<file path="src/design/mlfq_pkg.sv">
// Shared types and constants for the four-level feedback scheduler.
// No dependencies; used by mlfq_four_level_scheduler.
`default_nettype none
package mlfq_pkg;

   localparam int LEVELS         = 4;
   localparam int LVL_BITS       = 2;
   localparam int QUANTUM_BITS   = 8;
   localparam int USED_BITS      = 8;
   localparam int CSR_INDEX_BITS = 8;

   typedef logic [LVL_BITS-1:0]     lvl_type;
   typedef logic [QUANTUM_BITS-1:0] quantum_type;
   typedef logic [USED_BITS-1:0]    used_type;

   localparam lvl_type TOP_LEVEL = lvl_type'(3);

   localparam logic OP_ADD  = 1'b0;
   localparam logic OP_TICK = 1'b1;

   localparam used_type USED_MAX = '1;

   localparam logic [CSR_INDEX_BITS-1:0] CSR_QUANTUM0 = CSR_INDEX_BITS'(0);
   localparam logic [CSR_INDEX_BITS-1:0] CSR_QUANTUM1 = CSR_INDEX_BITS'(1);
   localparam logic [CSR_INDEX_BITS-1:0] CSR_QUANTUM2 = CSR_INDEX_BITS'(2);
   localparam logic [CSR_INDEX_BITS-1:0] CSR_QUANTUM3 = CSR_INDEX_BITS'(3);

   localparam quantum_type QUANTUM0_RESET = quantum_type'(2);
   localparam quantum_type QUANTUM1_RESET = quantum_type'(4);
   localparam quantum_type QUANTUM2_RESET = quantum_type'(8);
   localparam quantum_type QUANTUM3_RESET = quantum_type'(16);

endpackage
`default_nettype wire

</file>
<file path="src/design/mlfq_ram.sv">
// Generic single-write, single-read RAM with registered read data.
// No dependencies; holds the per-level process id queues.
`default_nettype none
module mlfq_ram #(
   parameter int WIDTH = 8,
   parameter int DEPTH = 64
) (
   input  wire logic                     clock,
   input  wire logic                     wr_en,
   input  wire logic [$clog2(DEPTH)-1:0] wr_addr,
   input  wire logic [WIDTH-1:0]         wr_data,
   input  wire logic                     rd_en,
   input  wire logic [$clog2(DEPTH)-1:0] rd_addr,
   output logic      [WIDTH-1:0]         rd_data
);

   logic [WIDTH-1:0] mem_ff [DEPTH];
   logic [WIDTH-1:0] rd_data_ff;

   always_ff @(posedge clock) begin
      if (wr_en) begin
         mem_ff[wr_addr] <= wr_data;
      end
      if (rd_en) begin
         rd_data_ff <= mem_ff[rd_addr];
      end
   end

   assign rd_data = rd_data_ff;

endmodule
`default_nettype wire

</file>
<file path="src/design/mlfq_four_level_scheduler.sv">
// Four-level feedback scheduler: per-level id queues, running slot, quantum registers.
// Depends on mlfq_pkg and mlfq_ram.
//
//  channel   handshake             payload
//  request   start / busy          req_op, req_proc_id, req_proc_priority, req_executed
//  result    rsp_valid (strobe)    rsp_busy_res, rsp_running_id, rsp_running_level,
//                                  rsp_switched, rsp_dropped
//  csr       csr_valid / csr_ready csr_index, csr_data
//
// A request is accepted, then executed: the accept edge issues the RAM read, and the
// following cycle (busy high) uses the read data and writes any added or evicted id.
// The result strobe follows in the next cycle, while a new request may be accepted.
// Reset is synchronous and needs no clearing pass: fill counts cover the queue RAM.
// The result side cannot stall; csr_ready is always high.
`default_nettype none
module mlfq_four_level_scheduler #(
   parameter int QUEUE_DEPTH = 16,
   parameter int ID_BITS     = 8
) (
   input  wire logic                                 clock,
   input  wire logic                                 reset,
   input  wire logic                                 start,
   output logic                                      busy,
   input  wire logic                                 req_op,
   input  wire logic [ID_BITS-1:0]                   req_proc_id,
   input  wire logic signed [3:0]                    req_proc_priority,
   input  wire logic                                 req_executed,
   output logic                                      rsp_valid,
   output logic                                      rsp_busy_res,
   output logic [ID_BITS-1:0]                        rsp_running_id,
   output logic [mlfq_pkg::LVL_BITS-1:0]             rsp_running_level,
   output logic                                      rsp_switched,
   output logic                                      rsp_dropped,
   input  wire logic                                 csr_valid,
   output logic                                      csr_ready,
   input  wire logic [mlfq_pkg::CSR_INDEX_BITS-1:0]  csr_index,
   input  wire logic [mlfq_pkg::QUANTUM_BITS-1:0]    csr_data
);

   localparam int PTR_W  = $clog2(QUEUE_DEPTH);
   localparam int CNT_W  = $clog2(QUEUE_DEPTH + 1);
   localparam int SUM_W  = CNT_W + 1;
   localparam int ADDR_W = mlfq_pkg::LVL_BITS + PTR_W;
   localparam int RAM_DEPTH = mlfq_pkg::LEVELS << PTR_W;

   localparam logic S_IDLE = 1'b0;
   localparam logic S_EXEC = 1'b1;

   logic state_ff, state_in;

   logic                  r_op_ff;
   logic [ID_BITS-1:0]    r_id_ff;
   mlfq_pkg::lvl_type     r_lvl_ff;
   logic                  r_exec_ff;
   mlfq_pkg::lvl_type     req_lvl;

   logic [PTR_W-1:0]      head_ff  [mlfq_pkg::LEVELS];
   logic [PTR_W-1:0]      head_in  [mlfq_pkg::LEVELS];
   logic [CNT_W-1:0]      count_ff [mlfq_pkg::LEVELS];
   logic [CNT_W-1:0]      count_in [mlfq_pkg::LEVELS];

   logic                  slot_busy_ff, slot_busy_in;
   logic [ID_BITS-1:0]    slot_id_ff, slot_id_in;
   mlfq_pkg::lvl_type     slot_level_ff, slot_level_in;
   mlfq_pkg::used_type    used_ff, used_in, used_inc;

   mlfq_pkg::quantum_type quantum_ff [mlfq_pkg::LEVELS];

   logic                  rsp_valid_ff;
   logic                  rsp_busy_ff;
   logic [ID_BITS-1:0]    rsp_id_ff;
   mlfq_pkg::lvl_type     rsp_level_ff;
   logic                  rsp_switched_ff;
   logic                  rsp_dropped_ff;

   logic                  accept;
   logic                  any_waiting;
   mlfq_pkg::lvl_type     best_lvl;
   logic [ID_BITS-1:0]    rd_data;
   logic                  wr_en;
   logic [ADDR_W-1:0]     wr_addr;
   logic [ID_BITS-1:0]    wr_data;
   logic                  pop, push, sw, drop;
   mlfq_pkg::lvl_type     push_lvl, new_lvl;
   logic [ID_BITS-1:0]    push_id;
   logic [PTR_W:0]        head_next;
   logic [SUM_W-1:0]      pos_sum;
   logic                  count_over;

   assign busy      = (state_ff == S_EXEC);
   assign accept    = start && !busy;
   assign csr_ready = 1'b1;

   always_comb begin
      if (req_proc_priority[3]) begin
         req_lvl = '0;
      end else if (req_proc_priority[2]) begin
         req_lvl = mlfq_pkg::TOP_LEVEL;
      end else begin
         req_lvl = mlfq_pkg::lvl_type'(req_proc_priority[1:0]);
      end
   end

   always_comb begin
      any_waiting = 1'b0;
      best_lvl    = '0;
      for (int i = mlfq_pkg::LEVELS - 1; i >= 0; i--) begin
         if (count_ff[i] != '0) begin
            any_waiting = 1'b1;
            best_lvl    = mlfq_pkg::lvl_type'(i);
         end
      end
   end

   mlfq_ram #(
      .WIDTH (ID_BITS),
      .DEPTH (RAM_DEPTH)
   ) u_queue_ram (
      .clock   (clock),
      .wr_en   (wr_en),
      .wr_addr (wr_addr),
      .wr_data (wr_data),
      .rd_en   (accept),
      .rd_addr ({best_lvl, head_ff[best_lvl]}),
      .rd_data (rd_data)
   );

   always_comb begin
      state_in      = state_ff;
      head_in       = head_ff;
      count_in      = count_ff;
      slot_busy_in  = slot_busy_ff;
      slot_id_in    = slot_id_ff;
      slot_level_in = slot_level_ff;
      used_in       = used_ff;
      pop           = 1'b0;
      push          = 1'b0;
      push_lvl      = r_lvl_ff;
      push_id       = r_id_ff;
      sw            = 1'b0;
      drop          = 1'b0;
      wr_en         = 1'b0;
      wr_addr       = '0;
      wr_data       = push_id;
      used_inc      = (r_exec_ff && used_ff != mlfq_pkg::USED_MAX) ? used_ff + 1'b1 : used_ff;
      new_lvl       = (slot_level_ff == mlfq_pkg::TOP_LEVEL) ? mlfq_pkg::TOP_LEVEL
                                                           : slot_level_ff + 1'b1;
      head_next     = '0;
      pos_sum       = '0;

      case (state_ff)
         S_IDLE: begin
            if (accept) begin
               state_in = S_EXEC;
            end
         end
         S_EXEC: begin
            state_in = S_IDLE;
            if (r_op_ff == mlfq_pkg::OP_ADD) begin
               push = 1'b1;
            end else if (!slot_busy_ff) begin
               if (any_waiting) begin
                  pop           = 1'b1;
                  slot_busy_in  = 1'b1;
                  slot_id_in    = rd_data;
                  slot_level_in = best_lvl;
                  used_in       = '0;
                  sw            = 1'b1;
               end
            end else if (used_inc >= quantum_ff[slot_level_ff]) begin
               used_in = '0;
               if (any_waiting) begin
                  pop           = 1'b1;
                  slot_id_in    = rd_data;
                  slot_level_in = best_lvl;
                  sw            = 1'b1;
                  push          = 1'b1;
                  push_lvl      = new_lvl;
                  push_id       = slot_id_ff;
               end else begin
                  slot_level_in = new_lvl;
               end
            end else begin
               used_in = used_inc;
            end

            if (pop) begin
               head_next = {1'b0, head_ff[best_lvl]} + 1'b1;
               head_in[best_lvl]  = (head_next == (PTR_W+1)'(QUEUE_DEPTH))
                                    ? '0 : head_next[PTR_W-1:0];
               count_in[best_lvl] = count_ff[best_lvl] - 1'b1;
            end

            if (push) begin
               if (count_in[push_lvl] >= CNT_W'(QUEUE_DEPTH)) begin
                  drop = 1'b1;
               end else begin
                  pos_sum = SUM_W'(head_ff[push_lvl]) + SUM_W'(count_ff[push_lvl]);
                  if (pos_sum >= SUM_W'(QUEUE_DEPTH)) begin
                     pos_sum = pos_sum - SUM_W'(QUEUE_DEPTH);
                  end
                  wr_en              = 1'b1;
                  wr_addr            = {push_lvl, pos_sum[PTR_W-1:0]};
                  wr_data            = push_id;
                  count_in[push_lvl] = count_in[push_lvl] + 1'b1;
               end
            end
         end
         default: begin
            state_in = S_IDLE;
         end
      endcase
   end

   always_ff @(posedge clock) begin
      if (reset) begin
         state_ff      <= S_IDLE;
         slot_busy_ff  <= 1'b0;
         slot_id_ff    <= '0;
         slot_level_ff <= '0;
         used_ff       <= '0;
         rsp_valid_ff  <= 1'b0;
         for (int i = 0; i < mlfq_pkg::LEVELS; i++) begin
            head_ff[i]  <= '0;
            count_ff[i] <= '0;
         end
      end else begin
         state_ff      <= state_in;
         slot_busy_ff  <= slot_busy_in;
         slot_id_ff    <= slot_id_in;
         slot_level_ff <= slot_level_in;
         used_ff       <= used_in;
         rsp_valid_ff  <= busy;
         head_ff       <= head_in;
         count_ff      <= count_in;
      end
   end

   always_ff @(posedge clock) begin
      if (reset) begin
         quantum_ff[0] <= mlfq_pkg::QUANTUM0_RESET;
         quantum_ff[1] <= mlfq_pkg::QUANTUM1_RESET;
         quantum_ff[2] <= mlfq_pkg::QUANTUM2_RESET;
         quantum_ff[3] <= mlfq_pkg::QUANTUM3_RESET;
      end else if (csr_valid && csr_ready) begin
         case (csr_index)
            mlfq_pkg::CSR_QUANTUM0: quantum_ff[0] <= csr_data;
            mlfq_pkg::CSR_QUANTUM1: quantum_ff[1] <= csr_data;
            mlfq_pkg::CSR_QUANTUM2: quantum_ff[2] <= csr_data;
            mlfq_pkg::CSR_QUANTUM3: quantum_ff[3] <= csr_data;
            default: begin
            end
         endcase
      end
   end

   // hold the accepted request for the execute cycle
   always_ff @(posedge clock) begin
      if (accept) begin
         r_op_ff   <= req_op;
         r_id_ff   <= req_proc_id;
         r_lvl_ff  <= req_lvl;
         r_exec_ff <= req_executed;
      end
   end

   always_ff @(posedge clock) begin
      if (busy) begin
         rsp_busy_ff     <= slot_busy_in;
         rsp_id_ff       <= slot_busy_in ? slot_id_in : '0;
         rsp_level_ff    <= slot_busy_in ? slot_level_in : '0;
         rsp_switched_ff <= sw;
         rsp_dropped_ff  <= drop;
      end
   end

   assign rsp_valid         = rsp_valid_ff;
   assign rsp_busy_res      = rsp_busy_ff;
   assign rsp_running_id    = rsp_id_ff;
   assign rsp_running_level = rsp_level_ff;
   assign rsp_switched      = rsp_switched_ff;
   assign rsp_dropped       = rsp_dropped_ff;

   always_comb begin
      count_over = 1'b0;
      for (int i = 0; i < mlfq_pkg::LEVELS; i++) begin
         if (count_ff[i] > CNT_W'(QUEUE_DEPTH)) begin
            count_over = 1'b1;
         end
      end
   end

   a_exec_one_cycle: assert property (@(posedge clock) disable iff (reset)
      busy |=> !busy)
      else $error("execute cycle lasted more than one cycle");

   a_strobe_after_exec: assert property (@(posedge clock) disable iff (reset)
      rsp_valid |-> $past(busy))
      else $error("result strobe without a preceding execute cycle");

   a_switch_busy: assert property (@(posedge clock) disable iff (reset)
      rsp_valid && rsp_switched |-> rsp_busy_res)
      else $error("switch reported with an idle slot");

   a_count_bound: assert property (@(posedge clock) disable iff (reset)
      !count_over)
      else $error("queue fill count beyond depth");

   a_slot_stays: assert property (@(posedge clock) disable iff (reset)
      slot_busy_ff |=> slot_busy_ff)
      else $error("running slot emptied");

endmodule
`default_nettype wire

</file>
<file path="config.mk">
export PLATFORM = sky130hd
export DESIGN_NAME = mlfq_four_level_scheduler
export DESIGN_NICKNAME = d
export VERILOG_FILES = /design/src/design/mlfq_pkg.sv /design/src/design/mlfq_ram.sv /design/src/design/mlfq_four_level_scheduler.sv
export SDC_FILE = /design/constraint.sdc
export NUM_CORES = 1
export LEC_CHECK = 0
export CAP_MARGIN = 40
export CORE_ASPECT_RATIO = 0.7
export CORE_UTILIZATION = 45
export CTS_CLUSTER_DIAMETER = 50
export CTS_CLUSTER_SIZE = 20
export DETAILED_ROUTE_END_ITERATION = 16
export DONT_BUFFER_PORTS = 1
export GPL_ROUTABILITY_DRIVEN = 0
export REMOVE_ABC_BUFFERS = 1
export SLEW_MARGIN = 5
export SYNTH_ARGS = -nofsm -noshare
export SYNTH_HDL_FRONTEND = slang
export SYNTH_SLANG_ARGS = --single-unit
</file>
<file path="constraint.sdc">
create_clock -name clock -period 7.4 [get_ports clock]
set_clock_uncertainty 0.1 [all_clocks]
set_input_delay 0.37 -clock clock [delete_from_list [all_inputs] [get_ports clock]]
set_output_delay 0.37 -clock clock [all_outputs]
set_load 0.005 [all_outputs]
</file>
==> impl_metrics.ini, run 1 <==
[outcome]
status = finished, final reports clean

[placed_design]
post-place-ws_ps = 649
place_inst = 3002
numPortBuffers = 0
dp_hpwl_um = 51400

[detailed_routing]
wl_um = 80800
ant_nets = 0
first_iter_violations = 2369
vias = 19181
drc = 0
drt-wirelength-per-cell_um = 26.0
dr.pass1.iters = 6
viasPerCell = 6.16

[grt]
antenna_found_initial = 3
grt_pass1_vias = 17940
gr-usage-all-layers_pct = 25.8
grt_max_degree = 169
grt_pass1_wl_um = 120000
overflow = 0

[clock_network]
post_cts_buffers = 0
cts.reportedPaths.clkPinSlew_ps = 80
cts_tree = yes
clock_path_buffers = 3
insertion_delay_ps = 610
cts_max_level = 2
clock-sinks = 634
cts_root_buffer = clkbuf_16
cts_buffers = 45

[worst_setup_path]
r2r_start = used_ff[2]
crit_family = simple AND/OR/NAND/NOR gates
start_kind = flip-flop
end_kind = flip-flop
rr_endpoint = u_queue_ram.mem_ff[59][7]
max_stage_delay_ps = 830
crit_path_frequent_cell = ha_1
timing.critical_path.fanout_max = 16
cp_slowest_cell = nor4_2
r2r_slack_ps = 550
cp_cell_sequence = and3_1 > nand3_1 > o21ai_1 > inv_1 > and4_1 > xor2_1 > ha_1 > nand4_1 > o31ai_1 > nand2_1 > mux2_2 > and2_1 > a211oi_1 > a31oi_1 > ha_1 > fa_1 > xor2_4 > buf_16 > buf_4 > nor4_2
critical_path_class = flip-flop to flip-flop
crit_buf_inv = 3
ff2ff_path_depth = 20
arrival_ps = 6980
cp.required_ps = 7530

[synthesis]
syn_area_um2 = 27700
yosys-top-cells-area = edfxtp_1, nand2_1, dfxtp_1
synth_seq_area_share_pct = 66.7
synth.top_cell.area_share_pct = 62.6
synthFlopType = edfxtp_1
ys_ff_latch = 634
async_reset_ff_share_pct = 0
syn_inst = 2248
synth_cell_types = 89
syn_avg_cell_area_um2 = 12.3
synth_edf_count = 577
yosys_warnings = 0
yosys.area.top_type = edfxtp_1

[floorplan]
fp.dieW_um = 298
start_util_pct = 45.9
rows = 75
io_pins = 50
core_um2 = 60300
die_area_um2 = 62500
die_h_um = 210

[hold_path]
holdPathEnd = count_ff[18]
min_path_cells = 3
hp-class = input pin to flip-flop
hp-start = reset

[finish]
final_util_pct = 51.2
area_delta_synth_final_pct = 11.5
drive_gt1_share_pct = 11.5
fin_nets = 2326
final_cells = 3112
fillCellCount = 5201

[timing]
final.setup.worst_slack_ps = 548
fmax_mhz = 146
worstMarginPinSlew_ps = 964
max-slew-margin-rel_pct = 35.5
fin_crit_ps = 6850
hold_violations = 0
rsz0062_at_grt = false
maxSlewViolCount = 0
period_share_pct = 92.6
finalSetupViolations = 0

[power_and_ir_drop]
leakagePower_nw = 10.6
max-vdd-ir-drop_mv = 0.182
power.share.clock_pct = 27.9
p_int_mw = 6.02
power.switching_mw = 3.30
pwr-share-seq_pct = 43.1
pwr-share-comb_pct = 29.0
switching_share_pct = 35.4
power_density_nw_per_um2 = 302

[flow_run]
maxCapViolCount = 0
[repair_timing]
item,4_1_cts,5_1_grt
hold buffers,25,0
endpoints found under the hold margin,100,0
gates resized for setup,0,0
[synthesized netlist by cell type, types with 6 or more instances]
cell	n
buf_2	53
and3_1	63
a32oi_1	27
inv_1	21
nand2b_1	12
a22oi_1	13
nor4b_1	9
buf_4	7
nor4_1	21
o2111ai_1	7
nand2_1	506
o21ai_0	25
a31oi_1	28
a211o_1	10
a211oi_1	20
nor4_2	17
nor3_1	19
mux2_2	16
nand4_1	15
nand3_1	157
edfxtp_1	577
a311oi_1	15
buf_6	6
clkbuf_1	65
or2_2	6
o31ai_1	9
mux4_2	8
nor2_1	119
a221oi_1	15
ha_1	15
a21o_1	8
a21oi_1	73
buf_1	10
xnor2_1	13
dfxtp_1	57
mux2i_1	55
and2_1	40
[tightest hold or removal path, cell delays in order]
cell and delay, ps:
inv_1 170, nand2_1 120, o31ai_1 60
[per-layer routing]
layer / global-route usage [%] / share of wire, % / vias to the layer above
li1: - / - / 8463
met1: 40.8 / 46 / 9545
met2: 35.3 / 41 / 1076
met3: 6.78 / 12 / 95
met4: 5.11 / 1.7 / 2
met5: 0 / 0.0099 / -
[worst max path at each step]
stage / start / end / slack, ps / cells after the start
6_report: used_ff[2] / u_queue_ram.mem_ff[59][7] / 550 / 20
5_1_grt: used_ff[2] / u_queue_ram.mem_ff[21][3] / 130 / 21
4_1_cts: used_ff[2] / u_queue_ram.mem_ff[49][6] / 610 / 20
3_5_place_dp: used_ff[2] / u_queue_ram.mem_ff[33][5] / 650 / 20
3_3_place_gp: used_ff[2] / u_queue_ram.mem_ff[47][1] / 640 / 19
2_1_floorplan: count_ff[0] / u_queue_ram.rd_data[6] / -2610 / 10
[placed cells by master, fill, tap and decap left out, drive strengths merged, types with 33 or more instances in the layout]
cell type / instances
dfxtp: 57
nor2: 119
and2: 40
nand3: 157
a21oi: 74
and3: 63
inv: 33
mux2i: 55
clkbuf: 56
nand2: 506
nor4: 39
edfxtp: 577
buf: 89
[flip-flops by register name (all words and copies together) (netlist names), 8 cells and up]
name and count:
head_ff 16, r_id_ff 8, count_ff 20, quantum_ff 32
slot_id_ff 8, used_ff 8, u_queue_ram.mem_ff 512, u_queue_ram.rd_data 8
rsp_running_id 8
[power groups by stage]
stage / Combinational, mW / Sequential [mW] / Clock, mW
after floorplan: 1.59 / 4.08 / 0
after global placement: 2.57 / 4.10 / 0
after detailed placement: 2.60 / 4.10 / 0
after CTS: 2.62 / 4.02 / 2.63
after global routing: 2.86 / 4.02 / 2.75
final: 2.70 / 4.02 / 2.60
[layout make-up]
cell class / instances / area, um2 / share of cell area, %
clock buffers: 47 / 1180 / 3.81
inverters: 23 / 91.3 / 0.296
diodes: 1 / 2.50 / 0.00811
flip-flops and latches: 634 / 18500 / 59.8
clock inverters: 27 / 289 / 0.936
repair buffers: 122 / 1200 / 3.89
well taps: 808 / 1010 / 3.28
multi-input cells: 1450 / 8630 / 27.9
[stage by stage]
step                hold WS (ps)  TNS, ps  total power, mW  instance area, um2
floorplan                    339  -586620             5.67               27000
global placement             349        0             6.67               28900
detailed placement           349        0             6.69               29100
CTS                         27.2        0             9.27               30800
global route                56.7        0             9.63               30900
finish                      71.7        0             9.31               30900
[logic make-up (layout without fill, tap and decap cells)]
logic type                 Yosys count  in the layout  synth area share, %
other                                1              2               0.0135
muxes                               79             79                 3.29
adders and majority gates           16             16                0.750
buffers and inverters              164            219                 2.72
DFF                                634            634                 66.7
xor gates and xnor gates            18             18                0.570
AOI/OAI and AO/OA                  317            317                 8.46
and+or+nand+nor                   1019           1019                 17.5
Power figures use the tool's default switching activity.
==> run 2, diff against run 1 <==
CELL_PAD_IN_SITES_DETAIL_PLACEMENT = 1   (was unset)
CELL_PAD_IN_SITES_GLOBAL_PLACEMENT = 2   (was unset)
PLACE_DENSITY_LB_ADDON = 0.1   (was unset)
RECOVER_POWER = 50   (was unset)
==> run 2 against run 1 <==
Compared with the run above: the flow now finishes with violations (capacitance limit, slew limit); cell area up 0.82%; non-clock buffer count up 33; utilization rose by 0.42 points; die area unchanged; clock power grew 10%; power grew 3.1%; highest routed layer unchanged.
==> impl_metrics.ini, run 2 (synthesized netlist as in run 1, its figures left out) <==
[clock_network]
clock-sinks = 634
post_cts_buffers = 0
cts_root_buffer = clkbuf_16
cts_buffers = 48
clock_path_buffers = 3
insertion_delay_ps = 640
cts_tree = yes
cts_max_level = 2
ctsHoldBuffers = 25
post_cts_resized = 0
cts.reportedPaths.clkPinSlew_ps = 80

[power_and_ir_drop]
power.switching_mw = 3.41
switching_share_pct = 35.6
power.share.clock_pct = 29.8
pwr-share-comb_pct = 28.4
power_density_nw_per_um2 = 309
leakagePower_nw = 10.7
pwr-share-seq_pct = 41.8
max-vdd-ir-drop_mv = 0.238
p_int_mw = 6.19

[worst_setup_path]
rr_endpoint = u_queue_ram.rd_data[1]
critical_path_class = flip-flop to flip-flop
cp.required_ps = 7780
ff2ff_path_depth = 11
cp_cell_sequence = or4_1 > nand2b_1 > a21oi_1 > o221ai_4 > inv_1 > clkbuf_1 > nor2_1 > a32oi_1 > a32oi_1 > o2111ai_1 > nand4bb_1
end_kind = flip-flop
worstSetupPathDepth = 11
crit_buf_inv = 2
crit_family = compound AO/OA/AOI/OAI gates
timing.critical_path.fanout_max = 31
cp_slowest_cell = inv_1
arrival_ps = 7440
max_stage_delay_ps = 1320
r2r_start = count_ff[15]
start_kind = flip-flop
crit_path_frequent_cell = a32oi_1
r2r_slack_ps = 330

[timing]
fin_crit_ps = 7070
max-slew-margin-rel_pct = -111
finalSetupViolations = 0
maxSlewViolCount = 144
fmax_mhz = 142
period_share_pct = 95.5
final.setup.worst_slack_ps = 335
tns_ps = 0
worst_hold_slack_ps = 58.8
worstMarginPinSlew_ps = 3160
rsz0062_at_grt = false
hold_violations = 0

[hold_path]
min_path_cells = 2
hp-start = reset
hp-class = input pin to flip-flop
holdPathEnd = quantum_ff[2][5]

[grt]
grt_pass1_wl_um = 132000
grt_max_degree = 113
antenna_found_initial = 5
gr-usage-all-layers_pct = 28.6
overflow = 0
grt_pass1_vias = 19475

[finish]
fillCellCount = 6126
area_delta_synth_final_pct = 12.4
reg_top3 = u_queue_ram.mem_ff (512), quantum_ff (32), count_ff (20)
fin_nets = 2362
top_register = u_queue_ram.mem_ff
multiInputGateArea_um2 = 8610
fin_area_um2 = 31100
mostFrequentLayoutCells = edfxtp_1, nand2_1, nand3_1
register_area_um2 = 18500
drive_gt1_share_pct = 12.0
final_common_cell = edfxtp_1
largest_register_ffs = 512

[detailed_routing]
viasPerCell = 6.13
dr.pass1.iters = 5
drt-wirelength-per-cell_um = 28.3
vias = 19351
ant_nets = 0
first_iter_violations = 2171
drc = 0
wl_um = 89200

[floorplan]
die_area_um2 = 62500
core_um2 = 60300
fp.dieW_um = 298
rows = 75
die_h_um = 210
start_util_pct = 45.9
io_pins = 50

[placed_design]
placed_area_um2 = 29300
post-place-ws_ps = 827
dp_hpwl_um = 59200
numPortBuffers = 0

[outcome]
status = finished, violations left
failed_checks = capacitance limit, slew limit

[flow_run]
maxCapViolCount = 3
run 2: power groups by stage:
stage          sequential [mW]  clock [mW]  combinational [mW]
2_1_floorplan             4.08           0                1.59
3_3_place_gp              4.09           0                2.64
3_5_place_dp              4.09           0                2.68
4_1_cts                   4.01        2.90                2.71
5_1_grt                   4.02        3.01                2.91
6_report                  4.01        2.86                2.73
run 2: how the worst max path moves through the flow:
stage                                      endpoint         start
after floorplan              u_queue_ram.rd_data[6]   count_ff[0]
after global placement    u_queue_ram.mem_ff[19][7]    used_ff[2]
after detailed placement  u_queue_ram.mem_ff[34][4]    used_ff[2]
after CTS                 u_queue_ram.mem_ff[34][6]    used_ff[2]
after global routing       u_queue_ram.mem_ff[2][7]  count_ff[15]
final                        u_queue_ram.rd_data[1]  count_ff[15]
run 2: final cells by class:
cell class                      count  share of cell area (%)
Inverter                           23                   0.294
Antenna cell                        1                 0.00804
Sequential cell                   634                    59.4
Timing Repair Buffer              155                    4.06
Tap cell                          808                    3.25
Clock inverter                     32                    1.40
Multi-Input combinational cell   1450                    27.7
Clock buffer                       55                    3.98
run 2: per-layer routing:
metal | GRT usage [%] | wire length, um | vias up
met5 | 0 | 9 | -
li1 | - | - | 8526
met1 | 44.1 | 41900 | 10006
met2 | 40.8 | 37700 | 706
met4 | 7.06 | 1930 | 2
met3 | 6.29 | 7710 | 111
run 2: metrics by stage:
step | utilization, % | instances | total power, mW
after floorplan | - | 2107 | 5.67
after global placement | 48.4 | 3032 | 6.73
after detailed placement | 48.6 | 3045 | 6.77
after CTS | 51.8 | 3157 | 9.62
after global routing | 51.6 | 3158 | 9.93
final | 51.6 | 3158 | 9.60
